==> config.mk <==
export PLATFORM = sky130hd
export DESIGN_NAME = debug_run_control
export DESIGN_NICKNAME = d
export VERILOG_FILES = /design/src/design/dbgrc_pkg.sv /design/src/design/dbgrc_datapath.sv /design/src/design/dbgrc_ctrl.sv /design/src/design/debug_run_control.sv
export VERILOG_INCLUDE_DIRS = /design/src /design/src/design
export SDC_FILE = /design/constraint.sdc
export NUM_CORES = 1
export LEC_CHECK = 0
export ABC_AREA = 1
export BUFFER_PORTS_ARGS = -buffer_cell sky130_fd_sc_hd__buf_2
export CELL_PAD_IN_SITES_DETAIL_PLACEMENT = 1
export CELL_PAD_IN_SITES_GLOBAL_PLACEMENT = 1
export CORE_MARGIN = 1.5
export CORE_UTILIZATION = 45
export CTS_CLUSTER_DIAMETER = 80
export DETAILED_ROUTE_END_ITERATION = 7
export PLACE_DENSITY = 0.68
export SLEW_MARGIN = 20
export SYNTH_ARGS = -nofsm -noshare
export SYNTH_HDL_FRONTEND = slang
export SYNTH_SLANG_ARGS = --single-unit
==> constraint.sdc <==
create_clock -name clk_i -period 13.5 [get_ports clk_i]
set_input_delay 0.675 -clock clk_i [delete_from_list [all_inputs] [get_ports clk_i]]
set_output_delay 0.675 -clock clk_i [all_outputs]
set_load 0.01 [all_outputs]
==> src/design/debug_run_control_defines.svh <==
// Assertion macros used by the run-control controller.
`ifndef DEBUG_RUN_CONTROL_DEFINES_SVH
`define DEBUG_RUN_CONTROL_DEFINES_SVH

// Same-cycle implication, sampled on clk_i and disabled while rst_ni is low.
`define DBGRC_ASSERT_NOW(label, ante, cons) \
  label: assert property (@(posedge clk_i) disable iff (!rst_ni) (ante) |-> (cons)) \
    else $error("run control assertion failed");

// Next-cycle implication, sampled on clk_i and disabled while rst_ni is low.
`define DBGRC_ASSERT_NEXT(label, ante, cons) \
  label: assert property (@(posedge clk_i) disable iff (!rst_ni) (ante) |=> (cons)) \
    else $error("run control assertion failed");

`endif

==> src/design/dbgrc_pkg.sv <==
`timescale 1ns / 1ps

package dbgrc_pkg;

  // Default sizes of the layer stack and of the breakpoint table.
  localparam int unsigned LAYER_DEPTH_DEF      = 64;
  localparam int unsigned BREAKPOINT_SLOTS_DEF = 16;

  // Field widths.
  localparam int unsigned CMD_W       = 4;
  localparam int unsigned ADDR_W      = 32;
  localparam int unsigned EVENT_W     = 3;
  localparam int unsigned ORDER_W     = 2;
  localparam int unsigned RUN_W       = 4;
  localparam int unsigned DEPTH_OUT_W = 7;

  // Command codes.
  localparam logic [CMD_W-1:0] CMD_ASK       = 4'd0;
  localparam logic [CMD_W-1:0] CMD_FLOW      = 4'd1;
  localparam logic [CMD_W-1:0] CMD_RUN       = 4'd2;
  localparam logic [CMD_W-1:0] CMD_STOP      = 4'd3;
  localparam logic [CMD_W-1:0] CMD_STEP_OVER = 4'd4;
  localparam logic [CMD_W-1:0] CMD_STEP_INTO = 4'd5;
  localparam logic [CMD_W-1:0] CMD_STEP_OUT  = 4'd6;
  localparam logic [CMD_W-1:0] CMD_HALT      = 4'd7;
  localparam logic [CMD_W-1:0] CMD_TOGGLE    = 4'd8;

  // Flow event codes.
  localparam logic [EVENT_W-1:0] EV_LINEAR         = 3'd0;
  localparam logic [EVENT_W-1:0] EV_CALL_ENTRY     = 3'd1;
  localparam logic [EVENT_W-1:0] EV_CALL_RETURN    = 3'd2;
  localparam logic [EVENT_W-1:0] EV_HANDLER_ENTRY  = 3'd3;
  localparam logic [EVENT_W-1:0] EV_HANDLER_RETURN = 3'd4;

  // Order codes answered to an ask.
  localparam logic [ORDER_W-1:0] ORDER_WAIT = 2'd0;
  localparam logic [ORDER_W-1:0] ORDER_GO   = 2'd1;
  localparam logic [ORDER_W-1:0] ORDER_HALT = 2'd2;

  // Run states.
  localparam logic [RUN_W-1:0] RS_STOPPED   = 4'd0;
  localparam logic [RUN_W-1:0] RS_HALT_PEND = 4'd1;
  localparam logic [RUN_W-1:0] RS_RUN_PEND  = 4'd2;
  localparam logic [RUN_W-1:0] RS_RUNNING   = 4'd3;
  localparam logic [RUN_W-1:0] RS_OVER_PEND = 4'd4;
  localparam logic [RUN_W-1:0] RS_RUN_OVER  = 4'd5;
  localparam logic [RUN_W-1:0] RS_INTO_PEND = 4'd6;
  localparam logic [RUN_W-1:0] RS_RUN_INTO  = 4'd7;
  localparam logic [RUN_W-1:0] RS_OUT_PEND  = 4'd8;
  localparam logic [RUN_W-1:0] RS_RUN_OUT   = 4'd9;

  // Commands from the controller to the datapath.
  typedef struct packed {
    logic capture;     // latch the request address
    logic execute;     // the execute cycle of a request
    logic ask;         // request is an ask
    logic push;        // push a layer
    logic pop;         // pop a layer
    logic tag;         // layer tag, 1 for handler
    logic toggle;      // toggle a breakpoint
    logic save_depth;  // copy the stack depth into the saved depth
  } dbgrc_ctrl_t;

  // Status from the datapath to the controller.
  typedef struct packed {
    logic hit;         // address matches a valid breakpoint
    logic depth_zero;  // stack is empty
    logic depth_lt2;   // fewer than two layers
    logic tags_equal;  // two top layers carry the same tag
    logic out_stop;    // saved depth above current depth
    logic over_stop;   // saved depth equals current depth
  } dbgrc_status_t;

endpackage

==> src/design/dbgrc_datapath.sv <==
`timescale 1ns / 1ps

module dbgrc_datapath #(
  parameter int unsigned LAYER_DEPTH      = dbgrc_pkg::LAYER_DEPTH_DEF,
  parameter int unsigned BREAKPOINT_SLOTS = dbgrc_pkg::BREAKPOINT_SLOTS_DEF
) (
  input  logic                              clk_i,
  input  logic                              rst_ni,
  input  logic [dbgrc_pkg::ADDR_W-1:0]      address_i,
  input  dbgrc_pkg::dbgrc_ctrl_t            ctrl_i,
  output dbgrc_pkg::dbgrc_status_t          status_o,
  output logic [dbgrc_pkg::DEPTH_OUT_W-1:0] layer_depth_o,
  output logic                              breakpoint_hit_o,
  output logic                              layer_error_o,
  output logic                              table_full_o
);

  localparam int unsigned DEPTH_W = $clog2(LAYER_DEPTH + 1);
  localparam int unsigned IDX_W   = $clog2(LAYER_DEPTH);
  localparam int unsigned OUT_W   = dbgrc_pkg::DEPTH_OUT_W;
  localparam int unsigned SLOTS   = BREAKPOINT_SLOTS;

  logic [dbgrc_pkg::ADDR_W-1:0] addr_q;
  logic [DEPTH_W-1:0]           depth_q, depth_d;
  logic [DEPTH_W-1:0]           saved_q, saved_d;
  logic                         tag_mem [LAYER_DEPTH];
  logic                         top_tag_q, next_tag_q;
  logic [IDX_W-1:0]             top_idx, next_idx, wr_idx;
  logic                         stack_full, push_ok, pop_ok, layer_err;
  logic [SLOTS-1:0]             bp_valid_q, bp_valid_d;
  logic [dbgrc_pkg::ADDR_W-1:0] bp_addr_q [SLOTS];
  logic [SLOTS-1:0]             match_vec, free_vec, first_free;
  logic                         any_match, no_free;
  logic                         hit_q, err_q, full_q;

  // Request address, held for the execute cycle.
  always_ff @(posedge clk_i) begin
    if (ctrl_i.capture) begin
      addr_q <= address_i;
    end
  end

  // Stack addressing: the top two entries and the next free entry.
  always_comb begin
    top_idx    = (depth_q == '0) ? '0 : IDX_W'(depth_q - DEPTH_W'(1));
    next_idx   = (depth_q < DEPTH_W'(2)) ? '0 : IDX_W'(depth_q - DEPTH_W'(2));
    wr_idx     = IDX_W'(depth_q);
    stack_full = (depth_q >= DEPTH_W'(LAYER_DEPTH));
  end

  // Layer tag memory with registered reads of the two top entries.
  always_ff @(posedge clk_i) begin
    if (push_ok) begin
      tag_mem[wr_idx] <= ctrl_i.tag;
    end
    top_tag_q  <= tag_mem[top_idx];
    next_tag_q <= tag_mem[next_idx];
  end

  // Push and pop checks; a failed one leaves the stack alone.
  always_comb begin
    push_ok   = ctrl_i.push && !stack_full;
    pop_ok    = ctrl_i.pop && (depth_q != '0) && (top_tag_q == ctrl_i.tag);
    layer_err = (ctrl_i.push && !push_ok) || (ctrl_i.pop && !pop_ok);
    depth_d   = depth_q;
    if (push_ok) begin
      depth_d = depth_q + DEPTH_W'(1);
    end else if (pop_ok) begin
      depth_d = depth_q - DEPTH_W'(1);
    end
    saved_d = ctrl_i.save_depth ? depth_q : saved_q;
  end

  // Breakpoint comparators, one per slot.
  always_comb begin
    for (int i = 0; i < SLOTS; i++) begin
      match_vec[i] = bp_valid_q[i] && (bp_addr_q[i] == addr_q);
    end
    free_vec   = ~bp_valid_q;
    first_free = free_vec & (~free_vec + SLOTS'(1));
    any_match  = |match_vec;
    no_free    = ~|free_vec;
  end

  // Toggle: remove a matching entry, otherwise take the lowest free slot.
  always_comb begin
    bp_valid_d = bp_valid_q;
    if (ctrl_i.toggle) begin
      if (any_match) begin
        bp_valid_d = bp_valid_q & ~match_vec;
      end else begin
        bp_valid_d = bp_valid_q | first_free;
      end
    end
  end

  always_ff @(posedge clk_i) begin
    for (int i = 0; i < SLOTS; i++) begin
      if (ctrl_i.toggle && !any_match && first_free[i]) begin
        bp_addr_q[i] <= addr_q;
      end
    end
  end

  // Stack depth, saved depth, valid bits and result flags.
  always_ff @(posedge clk_i or negedge rst_ni) begin
    if (!rst_ni) begin
      depth_q    <= '0;
      saved_q    <= '0;
      bp_valid_q <= '0;
      hit_q      <= 1'b0;
      err_q      <= 1'b0;
      full_q     <= 1'b0;
    end else begin
      depth_q    <= depth_d;
      saved_q    <= saved_d;
      bp_valid_q <= bp_valid_d;
      if (ctrl_i.execute) begin
        hit_q  <= ctrl_i.ask && any_match;
        err_q  <= layer_err;
        full_q <= ctrl_i.toggle && !any_match && no_free;
      end
    end
  end

  // Status for the run state machine.
  always_comb begin
    status_o.hit        = any_match;
    status_o.depth_zero = (depth_q == '0);
    status_o.depth_lt2  = (depth_q < DEPTH_W'(2));
    status_o.tags_equal = (top_tag_q == next_tag_q);
    status_o.out_stop   = (saved_q > depth_q);
    status_o.over_stop  = (saved_q == depth_q);
  end

  assign layer_depth_o    = OUT_W'(depth_q);
  assign breakpoint_hit_o = hit_q;
  assign layer_error_o    = err_q;
  assign table_full_o     = full_q;

endmodule

==> src/design/dbgrc_ctrl.sv <==
`timescale 1ns / 1ps
`include "debug_run_control_defines.svh"

module dbgrc_ctrl (
  input  logic                               clk_i,
  input  logic                               rst_ni,
  input  logic                               start,
  output logic                               busy,
  input  logic [dbgrc_pkg::CMD_W-1:0]        command_i,
  input  logic [dbgrc_pkg::EVENT_W-1:0]      flow_event_i,
  input  dbgrc_pkg::dbgrc_status_t           status_i,
  output dbgrc_pkg::dbgrc_ctrl_t             ctrl_o,
  output logic                               done_o,
  output logic [dbgrc_pkg::ORDER_W-1:0]      order_o,
  output logic [dbgrc_pkg::RUN_W-1:0]        run_state_o
);

  // Sequencer codes.
  localparam logic S_IDLE = 1'b0;
  localparam logic S_EXEC = 1'b1;

  logic                            state_q, state_d;
  logic [dbgrc_pkg::CMD_W-1:0]     cmd_q;
  logic [dbgrc_pkg::EVENT_W-1:0]   ev_q;
  logic [dbgrc_pkg::RUN_W-1:0]     run_q, run_d;
  logic [dbgrc_pkg::ORDER_W-1:0]   order_q, order_d;
  logic                            done_q;
  logic                            accept, exec, busy_step, stop_now;
  logic                            dec_ask, dec_push, dec_pop, dec_tag, dec_toggle, dec_save;

  assign accept = start && (state_q == S_IDLE);
  assign exec   = (state_q == S_EXEC);
  assign busy   = (state_q != S_IDLE);

  // Sequencer: capture a request, then execute it in the next cycle.
  always_comb begin
    state_d = state_q;
    case (state_q)
      S_IDLE: begin
        if (start) begin
          state_d = S_EXEC;
        end
      end
      S_EXEC: begin
        state_d = S_IDLE;
      end
      default: begin
        state_d = S_IDLE;
      end
    endcase
  end

  // Stop rule of the active run or step mode.
  always_comb begin
    stop_now = status_i.hit ||
               ((run_q == dbgrc_pkg::RS_RUN_INTO) &&
                (status_i.depth_lt2 || status_i.tags_equal)) ||
               ((run_q == dbgrc_pkg::RS_RUN_OUT) && status_i.out_stop) ||
               ((run_q == dbgrc_pkg::RS_RUN_OVER) &&
                (status_i.depth_zero || status_i.over_stop));
    busy_step = (run_q == dbgrc_pkg::RS_RUN_OUT) || (run_q == dbgrc_pkg::RS_RUN_OVER);
  end

  // Command decode and run state transitions.
  always_comb begin
    run_d      = run_q;
    order_d    = dbgrc_pkg::ORDER_WAIT;
    dec_ask    = 1'b0;
    dec_push   = 1'b0;
    dec_pop    = 1'b0;
    dec_tag    = 1'b0;
    dec_toggle = 1'b0;
    dec_save   = 1'b0;
    case (cmd_q)
      dbgrc_pkg::CMD_ASK: begin
        dec_ask = 1'b1;
        case (run_q)
          dbgrc_pkg::RS_HALT_PEND: begin
            order_d = dbgrc_pkg::ORDER_HALT;
          end
          dbgrc_pkg::RS_RUN_PEND: begin
            run_d   = dbgrc_pkg::RS_RUNNING;
            order_d = dbgrc_pkg::ORDER_GO;
          end
          dbgrc_pkg::RS_INTO_PEND: begin
            dec_save = 1'b1;
            run_d    = dbgrc_pkg::RS_RUN_INTO;
            order_d  = dbgrc_pkg::ORDER_GO;
          end
          dbgrc_pkg::RS_OUT_PEND: begin
            dec_save = 1'b1;
            run_d    = dbgrc_pkg::RS_RUN_OUT;
            order_d  = dbgrc_pkg::ORDER_GO;
          end
          dbgrc_pkg::RS_OVER_PEND: begin
            dec_save = 1'b1;
            run_d    = dbgrc_pkg::RS_RUN_OVER;
            order_d  = dbgrc_pkg::ORDER_GO;
          end
          dbgrc_pkg::RS_RUNNING, dbgrc_pkg::RS_RUN_INTO,
          dbgrc_pkg::RS_RUN_OUT, dbgrc_pkg::RS_RUN_OVER: begin
            if (stop_now) begin
              run_d   = dbgrc_pkg::RS_STOPPED;
              order_d = dbgrc_pkg::ORDER_WAIT;
            end else begin
              order_d = dbgrc_pkg::ORDER_GO;
            end
          end
          default: begin
            order_d = dbgrc_pkg::ORDER_WAIT;
          end
        endcase
      end
      dbgrc_pkg::CMD_FLOW: begin
        case (ev_q)
          dbgrc_pkg::EV_CALL_ENTRY: begin
            dec_push = 1'b1;
          end
          dbgrc_pkg::EV_CALL_RETURN: begin
            dec_pop = 1'b1;
          end
          dbgrc_pkg::EV_HANDLER_ENTRY: begin
            dec_push = 1'b1;
            dec_tag  = 1'b1;
          end
          dbgrc_pkg::EV_HANDLER_RETURN: begin
            dec_pop = 1'b1;
            dec_tag = 1'b1;
          end
          default: begin
            dec_push = 1'b0;
          end
        endcase
      end
      dbgrc_pkg::CMD_RUN: begin
        if ((run_q != dbgrc_pkg::RS_RUNNING) && !busy_step) begin
          run_d = dbgrc_pkg::RS_RUN_PEND;
        end
      end
      dbgrc_pkg::CMD_STOP: begin
        if (run_q == dbgrc_pkg::RS_RUNNING) begin
          run_d = dbgrc_pkg::RS_STOPPED;
        end
      end
      dbgrc_pkg::CMD_STEP_OVER: begin
        if (!busy_step) begin
          run_d = dbgrc_pkg::RS_OVER_PEND;
        end
      end
      dbgrc_pkg::CMD_STEP_INTO: begin
        if (!busy_step) begin
          run_d = dbgrc_pkg::RS_INTO_PEND;
        end
      end
      dbgrc_pkg::CMD_STEP_OUT: begin
        if (!busy_step && !status_i.depth_zero) begin
          run_d = dbgrc_pkg::RS_OUT_PEND;
        end
      end
      dbgrc_pkg::CMD_HALT: begin
        run_d = dbgrc_pkg::RS_HALT_PEND;
      end
      dbgrc_pkg::CMD_TOGGLE: begin
        dec_toggle = 1'b1;
      end
      default: begin
        run_d = run_q;
      end
    endcase
  end

  // Datapath commands: capture on accept, tag from the decode, the rest only in the execute cycle.
  always_comb begin
    ctrl_o.capture    = accept;
    ctrl_o.execute    = exec;
    ctrl_o.ask        = exec && dec_ask;
    ctrl_o.push       = exec && dec_push;
    ctrl_o.pop        = exec && dec_pop;
    ctrl_o.tag        = dec_tag;
    ctrl_o.toggle     = exec && dec_toggle;
    ctrl_o.save_depth = exec && dec_save;
  end

  // Request fields held for the execute cycle.
  always_ff @(posedge clk_i) begin
    if (accept) begin
      cmd_q <= command_i;
      ev_q  <= flow_event_i;
    end
  end

  // Sequencer state, run state and the result strobe.
  always_ff @(posedge clk_i or negedge rst_ni) begin
    if (!rst_ni) begin
      state_q <= S_IDLE;
      run_q   <= dbgrc_pkg::RS_STOPPED;
      order_q <= dbgrc_pkg::ORDER_WAIT;
      done_q  <= 1'b0;
    end else begin
      state_q <= state_d;
      done_q  <= exec;
      if (exec) begin
        run_q   <= run_d;
        order_q <= order_d;
      end
    end
  end

  assign done_o      = done_q;
  assign order_o     = order_q;
  assign run_state_o = run_q;

  // Every accepted request is answered by done_q after its execute cycle.
  `DBGRC_ASSERT_NOW(a_accept_answered, accept, ##2 done_q)
  // A result is never shown while a request is in execution.
  `DBGRC_ASSERT_NOW(a_done_when_idle, done_q, state_q == S_IDLE)
  // An ask during halt pending answers halt and keeps the state.
  `DBGRC_ASSERT_NEXT(a_halt_pend_holds,
    exec && (cmd_q == dbgrc_pkg::CMD_ASK) && (run_q == dbgrc_pkg::RS_HALT_PEND),
    (run_q == dbgrc_pkg::RS_HALT_PEND) && (order_q == dbgrc_pkg::ORDER_HALT))

endmodule

==> src/design/debug_run_control.sv <==
`timescale 1ns / 1ps
// Channel   Handshake         Fields
// request   start / busy      command_i, address_i, flow_event_i
// result    done_o (strobe)   order_o, run_state_o, layer_depth_o, breakpoint_hit_o,
//                             layer_error_o, table_full_o
//
// A request is taken when start is high and busy is low; busy then stays high for
// one cycle while the two top layer tags come out of the registered stack memory.
// The request executes in that cycle and its result is shown in the cycle after, for
// one cycle under done_o; a new request can be taken while that result is shown.
// Reset clears the run state, stack depth, saved depth and breakpoint valid bits at
// once; there is no clearing pass. The receiver cannot stall the results.

module debug_run_control #(
  parameter int unsigned LAYER_DEPTH      = dbgrc_pkg::LAYER_DEPTH_DEF,
  parameter int unsigned BREAKPOINT_SLOTS = dbgrc_pkg::BREAKPOINT_SLOTS_DEF
) (
  input  logic                              clk_i,
  input  logic                              rst_ni,
  input  logic                              start,
  output logic                              busy,
  input  logic [dbgrc_pkg::CMD_W-1:0]       command_i,
  input  logic [dbgrc_pkg::ADDR_W-1:0]      address_i,
  input  logic [dbgrc_pkg::EVENT_W-1:0]     flow_event_i,
  output logic                              done_o,
  output logic [dbgrc_pkg::ORDER_W-1:0]     order_o,
  output logic [dbgrc_pkg::RUN_W-1:0]       run_state_o,
  output logic [dbgrc_pkg::DEPTH_OUT_W-1:0] layer_depth_o,
  output logic                              breakpoint_hit_o,
  output logic                              layer_error_o,
  output logic                              table_full_o
);

  dbgrc_pkg::dbgrc_ctrl_t   ctrl;
  dbgrc_pkg::dbgrc_status_t status;

  // Sequencer and run state machine.
  dbgrc_ctrl u_ctrl (
    .clk_i        (clk_i),
    .rst_ni       (rst_ni),
    .start        (start),
    .busy         (busy),
    .command_i    (command_i),
    .flow_event_i (flow_event_i),
    .status_i     (status),
    .ctrl_o       (ctrl),
    .done_o       (done_o),
    .order_o      (order_o),
    .run_state_o  (run_state_o)
  );

  // Layer stack, breakpoint table and result flags.
  dbgrc_datapath #(
    .LAYER_DEPTH      (LAYER_DEPTH),
    .BREAKPOINT_SLOTS (BREAKPOINT_SLOTS)
  ) u_datapath (
    .clk_i            (clk_i),
    .rst_ni           (rst_ni),
    .address_i        (address_i),
    .ctrl_i           (ctrl),
    .status_o         (status),
    .layer_depth_o    (layer_depth_o),
    .breakpoint_hit_o (breakpoint_hit_o),
    .layer_error_o    (layer_error_o),
    .table_full_o     (table_full_o)
  );

endmodule
## Word-level counts from Yosys, hierarchy flattened

Memory sizes are Yosys's and may differ from the RTL's. A register that Yosys moved wholly into a read port is not among the register bits.
Index checks and enable logic that the tools add are counted.

| storage, ports and cells | value |
|---|---|
| output and inout bits | 18 |
| bits of input ports | 42 |
| RAM bits | 576 |
| memories kept | 2 |
| logic and storage cells | 278 |
| ROM bits | 0 |
| latch bits | 0 |
| register bits after elaboration | 80 |

| operators by class | value |
|---|---|
| shift operators | 0 |
| reductions and logical operators | 94 |
| $mul | 0 |
| equality and inequality tests | 48 |
| bitwise gates (word level) | 7 |
| $add $sub $neg | 4 |
| magnitude comparators | 3 |
| divide/modulo/power cells | 0 |
| muxes and demuxes | 107 |

Memories:

| memory | depth | width | read ports | clocked after Yosys merged registers in | wr ports | line | RTL |
|---|---|---|---|---|---|---|---|
| u_datapath.bp_addr_q | 16 | 32 | 16 | 0 | 1 | dbgrc_datapath.sv:31 | `logic [dbgrc_pkg::ADDR_W-1:0] bp_addr_q [SLOTS];` |
| u_datapath.tag_mem | 64 | 1 | 2 | 2 | 1 | dbgrc_datapath.sv:26 | `logic tag_mem [LAYER_DEPTH];` |

Operator list:

| cell | number |
|---|---|
| $eq A32 B32 Y1 | 16 |
| $mux W32 | 15 |
| $reduce_or A32 Y1 | 15 |
| $mux W4 | 21 |
| $mux W1 | 61 |
| $logic_and A1 B1 Y1 | 51 |
| $not A16 Y16 | 3 |
| $and A16 B16 Y16 | 2 |
| $eq A4 B3 Y1 const B | 8 |
| $reduce_or A16 Y1 | 2 |
| $pmux W4 S7 | 1 |
| $pmux W4 S5 | 1 |
| $add A16 B1 Y16 const B | 1 |
| $eq A4 B2 Y1 const B | 4 |
| $mux W16 | 1 |
| $or A16 B16 Y16 | 1 |
| $mux W7 | 2 |
| $reduce_bool A7 Y1 | 2 |
| $eq A4 B4 Y1 const B | 3 |
| $mux W6 | 2 |
| $reduce_and A9 Y1 | 1 |
| $eq A4 B1 Y1 const B | 2 |
| $reduce_or A4 Y1 | 2 |
| $add A7 B1 Y7 const B | 1 |
| 26 further kinds | 45 |

## Logic depth before layout (Yosys ltp)

Gate-level depths: netlist of the first run.
An unclocked memory read counts as a cell.

| logic depth | value |
|---|---|
| depth after elaboration | 25 |
| gate-level depth with buffers | 17 |
| gate-level depth less buffers | 16 |

## Modules after synthesis

Synthesis of the first run repeated with hierarchy kept, for this count alone.

| unflattened totals | value |
|---|---|
| cell total of the unflattened synthesis | 2,566 |
| area, all modules | 30,795.8 um^2 |

Modules (own cells, without submodules):

| module | times used | area an instance (um^2) | cells each | seq. area each (um^2) |
|---|---|---|---|---|
| dbgrc_datapath | 1 | 29,827.4 | 2,428 | 19,123.3 |
| dbgrc_ctrl | 1 | 968.4 | 138 | 410.4 |

## Least setup slack after synthesis of the first run

Ideal clock, no wire load.

| path | value |
|---|---|
| kind | register to register |
| from | register u_datapath.addr_q[12] (netlist name) |
| to | memory u_datapath.bp_addr_q[0][128] (netlist name) (enable) |
| path buffers | 2 |
| arrival | 4.662 ns |
| clock period less this slack | 5.163 ns |
| slack | 8.337 ns |
| cell stages (with the launch flop) | 14 |
| library setup time | 0.502 ns |
| required time | 12.998 ns |
| path through | edfxtp_1 buf_6 buf_12 nand2_1 nand2_1 nand2_1 nor2_1 nand2_1 nor2_1 nand3_1 nand2_1 nor2_1 nand2_4 nor4_1 |

| between the ends | value |
|---|---|
| word-level cells in the longest chain between the ends | 24 |
| elaborated cells on any way between the ends | 128 |
| classes of those cells | eq/ne (16); mux (62); reduce/logical (50) |

Ends and longest elaborated chain:

| item | line | RTL |
|---|---|---|
| start: declaration | dbgrc_datapath.sv:23 | `logic [dbgrc_pkg::ADDR_W-1:0] addr_q;` |
| start signal: assignment | dbgrc_datapath.sv:39 | `addr_q <= address_i;` |
| $eq A32 B32 Y1 | dbgrc_datapath.sv:77 | `match_vec[i] = bp_valid_q[i] && (bp_addr_q[i] == addr_q);` |
| $logic_and A1 B1 Y1 | dbgrc_datapath.sv:77 |  |
| $reduce_or A16 Y1 (*) | dbgrc_datapath.sv:81 | `any_match = \|match_vec;` |
| $logic_not A1 Y1 (*) | dbgrc_datapath.sv:99 | `if (ctrl_i.toggle && !any_match && first_free[i]) begin` |
| $logic_and A1 B1 Y1 (*) | dbgrc_datapath.sv:99 |  |
| $logic_and A1 B1 Y1 | dbgrc_datapath.sv:99 |  |
| $mux W1 | dbgrc_datapath.sv:99 |  |
| $mux W1 (implied by the code) | dbgrc_datapath.sv:100 | `bp_addr_q[i] <= addr_q;` |
| $reduce_or A32 Y1 (no line) | n/a |  |
| $mux W4 (no line) or $mux W1 (tied branches) (15 in a row) | n/a |  |
| end: declaration | dbgrc_datapath.sv:31 |  |

Every way passes the cells marked *; elsewhere a longest branch is shown, timed or not.

## Worst setup path after layout of the first run

| path | value |
|---|---|
| from | register u_datapath.addr_q[23] (netlist name) |
| to | memory u_datapath.bp_addr_q[1][207] (netlist name) (enable) |

Same word-level chain as after synthesis.

==> results by group, run 1 <==
Status
  – Outcome: finished, final reports clean

Placed design
  – IO Port Bufs: 59
  – Pre-CTS WS: 9.19 ns
  – Gp weighted congestion: approximately 0.87
  – DPL Wire Length: 47900 um
  – Cells after DPL: 3448

GRT
  – Largest net degree at the start of global routing: 66
  – Initial antenna violation count: 0
  – Wire length of the first global-routing pass: 117000 um
  – Total global routing overflow: 0
  – Overall routing resource usage: between 20 and 25%
  – Vias in the first global route: 19.9k

Route
  – Routed WL: roughly 75000 um
  – Drt drc: 0
  – Met1 layer wirelength in the final routing: 33500 um
  – Starting DRC count in detailed routing: ~1.1k
  – 1st-pass router iterations: 5
  – Metal3 WL: 3080 um
  – Via-per-instance ratio: 5.21
  – ANT nets after route: 0
  – Top layer in use: met4
  – DR WL met2: between 30000 and 40000 um
  – WL per Instance: 21.0 um
  – Via count: 18.7k

Floorplan
  – Ports: 60
  – Initial Util: 45.7%
  – Die span in x: 265 um
  – Die ar.: between 70000 and 80000 um2
  – Core Region: 67500 um2
  – Die height: 265 um
  – Row cnt: 95

Final layout
  – Layout cells sized above 1: 11.2%
  – Final core utilization: 50.3%
  – Area Growth Syn to Fin: 10.2%
  – FILL cells: 7078
  – # nets final: 2708
  – Diodes inserted: 0
  – Layout Cells excl Fill: 3582

Logic synthesis
  – Syn_area_per_cell: 12.0 um2
  – Ys async rst share: 6.23%
  – Seq cells post-synth: 658
  – Mapped cell area: roughly 31000 um2
  – Synth unique cells: 57
  – Net Count, Synth: 2615
  – Post-Syn Instances: 2559
  – EDFF count, synth: 615
  – Register area share after synthesis: 63.4%
  – Yosys warnings: 0
  – Post-synth top flop: edfxtp_1

Critical path
  – Worst Path Arrival: 4.28 ns
  – WP buf/inv: 2
  – Startpoint types: flop
  – Worst EP required: between 10 and 15 ns
  – Reg2reg setup slack: between 9 and 10 ns
  – R2R Path Start: u_datapath.addr_q[23]
  – Critical path's largest stage delay: 0.77 ns
  – Reg2Reg Depth: 14
  – CP endpoint kind: flop
  – Max FO, Critical Path: 20
  – Most used cell, CP: nand2_1
  – Crit. path cell count: 14
  – CP Class: flop to flop
  – Slowest CP cell: edfxtp_1
  – Top delay family on crit path: simple AND/OR/NAND/NOR gates
  – Critical R2R Capture: u_datapath.bp_addr_q[1][207]
  – CP Cell Sequence: buf_4 -> xnor2_1 -> nand2_1 -> nor2_1 -> nand2_1 -> nor2_2 -> nand3_1 -> nand2_1 -> nor2_1 -> nand2_2 -> nor2_8 -> nand2_1 -> nor4_4 -> buf_4

CTS
  – Worst-skew pair later-pin latency: 0.61 ns
  – Post-CTS Resized: 0
  – Post-CTS setup buffers: 0
  – Clk buf depth: 3
  – Htree depth: 3
  – Root Driver: clkbuf_16
  – Clk sink count: 658
  – # hold bufs at CTS: 0
  – Clock Pin Slew Worst Setup and Hold Paths: approximately 0.06 ns
  – CTS tree: done
  – Inserted Clock Buffers: between 70 and 80

STA
  – Slew @ Worst Pin: ~1.1 ns
  – F_max: 250 MHz
  – TNS Setup: 0 ns
  – Fin crit share: 29.6%
  – Final-report max-slew violation count: 0
  – RSZ-0062 raised after global routing: no
  – Final setup violation count: 0
  – Minimum hold slack: 0.0826 ns
  – Final worst slack: around 9.5 ns
  – Skew final: 0.0154 ns
  – Fin. Hold Viols: 0
  – Final Critical Period: between 3 and 4 ns
  – Worst rel slew slack: 29.1%

Min path
  – Worst Hold Class: input port to async pin

Power
  – Pleak: 11.6 nW
  – Power per cell area: 153 nW/um2
  – Peak VDD IR: 0.000114 V

Flow run
  – Max Cap Viol: 0
## worst max-delay path by stage
| stage | from | end | slack [ns] |
|---|---|---|---|
| after global placement | u_datapath.addr_q[27] | u_datapath.bp_addr_q[0][12] | 9.39 |
| after floorplan | u_datapath.addr_q[12] | u_datapath.bp_addr_q[0][128] | 8.34 |
| after detailed placement | u_datapath.addr_q[27] | u_datapath.bp_addr_q[0][4] | 9.19 |
| after CTS | u_datapath.addr_q[27] | u_datapath.bp_addr_q[0][12] | 9.18 |
| after global routing | u_datapath.addr_q[14] | u_datapath.bp_addr_q[1][220] | 9.18 |
| final | u_datapath.addr_q[23] | u_datapath.bp_addr_q[1][207] | 9.50 |
## layer usage
layer,vias up,global-route usage [%]
met5,-,0
met4,0,6.64
met3,107,2.98
met2,345,37.1
met1,9457,29.0
li1,8767,-
## sequential cells by signal, indices dropped and copies added, names as in the netlist
signal                       flops
u_datapath.breakpoint_hit_o      1
u_datapath.bp_valid_q           16
u_ctrl.done_o                    1
u_datapath.next_tag_q            1
u_datapath.top_tag_q             1
u_ctrl.order_o                   2
u_ctrl.cmd_q                     4
u_ctrl.run_state_o               4
u_datapath.bp_addr_q           512
u_datapath.layer_depth_o         7
u_datapath.layer_error_o         1
u_datapath.addr_q               32
u_datapath.saved_q               7
u_datapath.tag_mem              64
u_datapath.table_full_o          1
u_ctrl.busy                      1
u_ctrl.ev_q                      3
## worst reg2reg max path: stages (launching register included)
cell,delay (ns)
edfxtp_1,0.77
buf_4,0.41
xnor2_1,0.14
nand2_1,0.08
nor2_1,0.04
nand2_1,0.06
nor2_2,0.07
nand3_1,0.15
nand2_1,0.11
nor2_1,0.12
nand2_2,0.16
nor2_8,0.23
nand2_1,0.13
nor4_4,0.76
buf_4,0.44
## final cells by class
cell class | instances | area [um2] | share of cell area (%)
Multi-Input combinational cell | 1661 | 9820 | 28.9
Timing Repair Buffer | 112 | 756 | 2.23
Inverter | 147 | 552 | 1.62
Tap cell | 873 | 1090 | 3.22
Sequential cell | 658 | 19500 | 57.5
Clock inverter | 32 | 251 | 0.740
Clock buffer | 99 | 1960 | 5.78
## layout by cell type (no fill, tap or decap), drive strengths merged, types with 40 or more instances in the layout
| cell type | count |
|---|---|
| buf | 112 |
| clkbuf | 99 |
| dfrtp | 41 |
| edfxtp | 615 |
| inv | 151 |
| nand2 | 594 |
| nand3 | 78 |
| nor2 | 288 |
| o211ai | 68 |
| o21ai | 40 |
| xnor2 | 478 |
## stage by stage
| stage | instance area (um2) | power (mW) |
|---|---|---|
| after CTS | 33900 | 5.25 |
| final | 34000 | 5.20 |
| after global placement | 31700 | 3.33 |
| after global routing | 34000 | 5.42 |
| after detailed placement | 31700 | 3.36 |
| after floorplan | 30800 | 3.07 |
## cells by family (layout without fill, tap and decap cells)
group / Yosys count / after routing / synth area share [%]
AO/OA/AOI/OAI: 157 / 157 / 3.43
XOR/XNOR: 483 / 483 / 13.8
flip-flops: 658 / 658 / 63.4
adder cells (fa/ha/maj): 14 / 14 / 0.568
buffers and inverters: 240 / 390 / 5.16
AND/OR/NAND/NOR: 1007 / 1007 / 13.7
## power by group
part	total (mW)	leakage, nW	switching [mW]	internal (mW)
clock network	1.87	1.07	0.809	1.06
registers	2.30	6.12	0.0450	2.26
logic	1.03	4.41	0.724	0.309
## cell usage after synthesis (3+ instances only)
library cell | instances | share of area [%]
edfxtp_1 | 615 | 60
nand2_1 | 581 | 7.1
xnor2_1 | 476 | 14
nor2_1 | 263 | 3.2
inv_1 | 136 | 1.7
nand3_1 | 69 | 1.1
o211ai_1 | 68 | 1.7
dfrtp_1 | 41 | 3.3
buf_6 | 37 | 1.4
o21ai_0 | 37 | 0.60
a21oi_1 | 23 | 0.37
nor2_2 | 19 | 0.39
buf_8 | 18 | 0.88
buf_2 | 17 | 0.28
nor3_1 | 16 | 0.26
ha_1 | 14 | 0.57
nand2_2 | 12 | 0.24
buf_12 | 11 | 0.71
inv_2 | 11 | 0.13
nand3_2 | 8 | 0.26
nand4_1 | 7 | 0.14
nor4_1 | 6 | 0.12
o31ai_2 | 6 | 0.24
clkbuf_1 | 5 | 0.061
nor2_4 | 5 | 0.18
xor2_1 | 5 | 0.14
nor3_2 | 4 | 0.13
nor4_2 | 4 | 0.16
a31oi_1 | 3 | 0.061
o21ai_1 | 3 | 0.049
o221ai_1 | 3 | 0.085
Note: power is estimated with default switching activity, not from simulation.
==> run 2, diff against run 1 <==
--- a/config.mk
+++ b/config.mk
@@ -14,7 +14,7 @@
 export CORE_UTILIZATION = 45
 export CTS_CLUSTER_DIAMETER = 80
 export DETAILED_ROUTE_END_ITERATION = 7
-export PLACE_DENSITY = 0.68
+export PLACE_DENSITY = 0.71
 export SLEW_MARGIN = 20
 export SYNTH_ARGS = -nofsm -noshare
 export SYNTH_HDL_FRONTEND = slang
==> constraint.sdc (replaced) <==
create_clock -name clk_i -period 3.2 [get_ports clk_i]
set_input_delay 0.16 -clock clk_i [delete_from_list [all_inputs] [get_ports clk_i]]
set_output_delay 0.16 -clock clk_i [all_outputs]
set_load 0.01 [all_outputs]
==> run 2 against run 1 <==
Final area rose by 5.7%. Via count rose by 3.4%. Sequential cell count did not move. Register-to-register slack got worse by 9.4 ns. Routed wire length rose by 5.5%. Critical path type unchanged. Largest power group unchanged. Power rose to 4.4 times the previous value. First-iteration DRC count rose by 11%. Largest cell class unchanged. Non-clock buffer count rose by 122.
==> results by group, run 2 (synthesis results as in run 1) <==
Min path
  – Worst Hold Class: input port to async pin

Critical path
  – Reg2Reg Depth: 18 (+4)
  – Max FO, Critical Path: 15 (-25%)
  – Startpoint types: flop
  – Critical R2R Capture: u_datapath.bp_addr_q[1][212]
  – Worst Path Arrival: 3.47 ns (-0.81 ns)
  – R2R Path Start: u_datapath.addr_q[26]
  – CP endpoint kind: flop
  – CP Class: flop to flop
  – Worst EP required: 3.57 ns (-10.21 ns)
  – Reg2reg setup slack: 0.1 ns (-9.41 ns)

Final layout
  – Max reg flops: 512 (unchanged)
  – # nets final: 2832 (+4.6%)
  – Area Growth Syn to Fin: 16.5%
  – FILL cells: 6941 (-1.9%)
  – Most frequent cells in the layout: edfxtp_1 (615), nand2_1 (574), xnor2_1 (472), nor2_1 (247), inv_1 (135)
  – Layout Cells excl Fill: 3703 (+3.4%)
  – Regs by FF count: u_datapath.bp_addr_q x512, u_datapath.tag_mem x64, u_datapath.addr_q x32
  – Biggest register: u_datapath.bp_addr_q
  – Diodes inserted: 0 (unchanged)
  – Layout cells sized above 1: 14.7% (+3.6 points)
  – Final core utilization: 53.2% (+2.9 points)
  – Final cell area excluding filler cells: 35900 um2 (+5.7%)
  – Commonest non-fill, non-tap cell in the layout: edfxtp_1

Placed design
  – IO Port Bufs: 59 (unchanged)
  – Cells after DPL: 3505 (+1.7%)
  – DP Area: 32700 um2 (+3.2%)
  – DPL Wire Length: 49700 um (+3.7%)
  – Gp weighted congestion: 0.865 (-0.33%)
  – Pre-CTS WS: -0.117 ns (-9.30 ns)

Flow run
  – Max Cap Viol: 0 (unchanged)

Floorplan
  – Die ar.: 70100 um2 (unchanged)
  – Die span in x: 265 um (unchanged)
  – Ports: 60 (unchanged)
  – Core Region: 67500 um2 (unchanged)
  – Initial Util: 45.7% (unchanged)
  – Die height: 265 um (unchanged)
  – Row cnt: 95 (unchanged)

CTS
  – Clk buf depth: 3 (unchanged)
  – Htree depth: 3 (unchanged)
  – Worst-skew pair later-pin latency: 0.62 ns (about the same)
  – Clock Pin Slew Worst Setup and Hold Paths: 0.06 ns (about the same)
  – Clk sink count: 658 (unchanged)
  – CTS tree: done
  – Root Driver: clkbuf_16
  – Inserted Clock Buffers: 72 (unchanged)

Power
  – Peak VDD IR: 0.000483 V (+320%)
  – Total power draw: 22.7 mW (+340%)
  – Pleak: 12.5 nW (+7.7%)
  – Power per cell area: 633 nW/um2 (+310%)

Route
  – Via count: 19.3k (+3.4%)
  – Via-per-instance ratio: 5.21 (about the same)
  – Routed WL: 79200 um (+5.5%)
  – Starting DRC count in detailed routing: 1227 (+11%)
  – ANT nets after route: 0 (unchanged)
  – 1st-pass router iterations: 5 (unchanged)
  – Drt drc: 0 (unchanged)
  – WL per Instance: 21.4 um (+2.0%)

GRT
  – Vias in the first global route: 20.6k (+3.5%)
  – Initial antenna violation count: 0 (unchanged)
  – Total global routing overflow: 0 (unchanged)
  – Overall routing resource usage: 22.5% (+0.75 points)
  – Largest net degree at the start of global routing: 65 (-1.5%)
  – Wire length of the first global-routing pass: 121000 um (+3.3%)

STA
  – Fin. Hold Viols: 0 (unchanged)
  – Final worst slack: 0.0952 ns (-9.41 ns)
  – Fin crit share: 97.0% (+67 points)
  – Final-report max-slew violation count: 0 (unchanged)
  – Slew @ Worst Pin: 0.728 ns (-0.335 ns)
  – F_max: 322 MHz (+29%)
  – Skew final: 0.0198 ns (+0.00440 ns)
  – Worst rel slew slack: 51.5% (+22 points)
  – Final Critical Period: 3.10 ns (-0.892 ns)
  – Final setup violation count: 0 (unchanged)

Status
  – Outcome: finished, final reports clean
run 2: power breakdown:
part | total, mW | internal [mW] | switching, mW
registers | 9.68 | 9.52 | 0.165
clock network | 8.37 | 4.96 | 3.41
logic | 4.68 | 1.59 | 3.09
run 2: worst max path at each step:
stage | startpoint | endpoint | slack, ns | depth (start not counted)
4_1_cts | u_ctrl.cmd_q[1] | u_datapath.bp_addr_q[1][212] | 0.008 | 16
3_3_place_gp | u_datapath.addr_q[29] | u_datapath.bp_addr_q[1][197] | 0.05 | 17
5_1_grt | u_datapath.addr_q[4] | u_datapath.bp_addr_q[1][215] | -0.003 | 20
3_5_place_dp | u_datapath.addr_q[29] | u_datapath.bp_addr_q[0][16] | -0.12 | 14
6_report | u_datapath.addr_q[26] | u_datapath.bp_addr_q[1][212] | 0.1 | 18
2_1_floorplan | u_datapath.addr_q[8] | u_datapath.bp_addr_q[0][128] | -0.62 | 12
run 2: metrics by stage:
stage	hold WS, ns	setup TNS (ns)
floorplan	-0.136	-105.24
global placement	0.336	0
detailed placement	0.339	-6.12
CTS	0.213	0
global route	0.147	-0.00993
finish	0.130	0
run 2: final cells by class:
class	instances	area [um2]	area share, %
Sequential cell	658	19500	54.4
Multi-Input combinational cell	1663	10000	27.9
Timing Repair Buffer	234	2380	6.62
Clock buffer	92	1990	5.54
Tap cell	873	1090	3.04
Inverter	147	552	1.54
Clock inverter	36	364	1.01
run 2: routing by layer:
metal  share of wire (%)  vias up  global-route usage, %
met2                  51      319                   39.2
li1                    -     9022                      -
met5                   0        -                      0
met4                 1.8        0                   5.99
met3                 3.3      104                   2.76
met1                  44     9857                   29.8
run 2: critical path, stage by stage, from the launching register on:
cell	delay (ns)
edfxtp_1	0.43
buf_12	0.18
buf_4	0.14
xnor2_1	0.15
nand2_1	0.07
nor2_1	0.17
nand2_1	0.15
nor2_2	0.27
nand3_2	0.10
nand2_1	0.09
nor2_1	0.06
nand2_2	0.11
nor2_8	0.05
buf_4	0.14
buf_6	0.13
nand2_2	0.07
nor4_4	0.05
buf_4	0.16
bufbuf_16	0.29
run 2: repair_timing:
| item | 4_1_cts | 5_1_grt |
|---|---|---|
| gates cloned | 2 | 6 |
| pin swaps | 3 | 3 |
| endpoints found under the hold margin | 80 | 0 |
| buffers inserted | 4 | 18 |
| endpoints found under the setup margin | 160 | 172 |
| resized for setup | 12 | 24 |
| hold buffers | 40 | 0 |
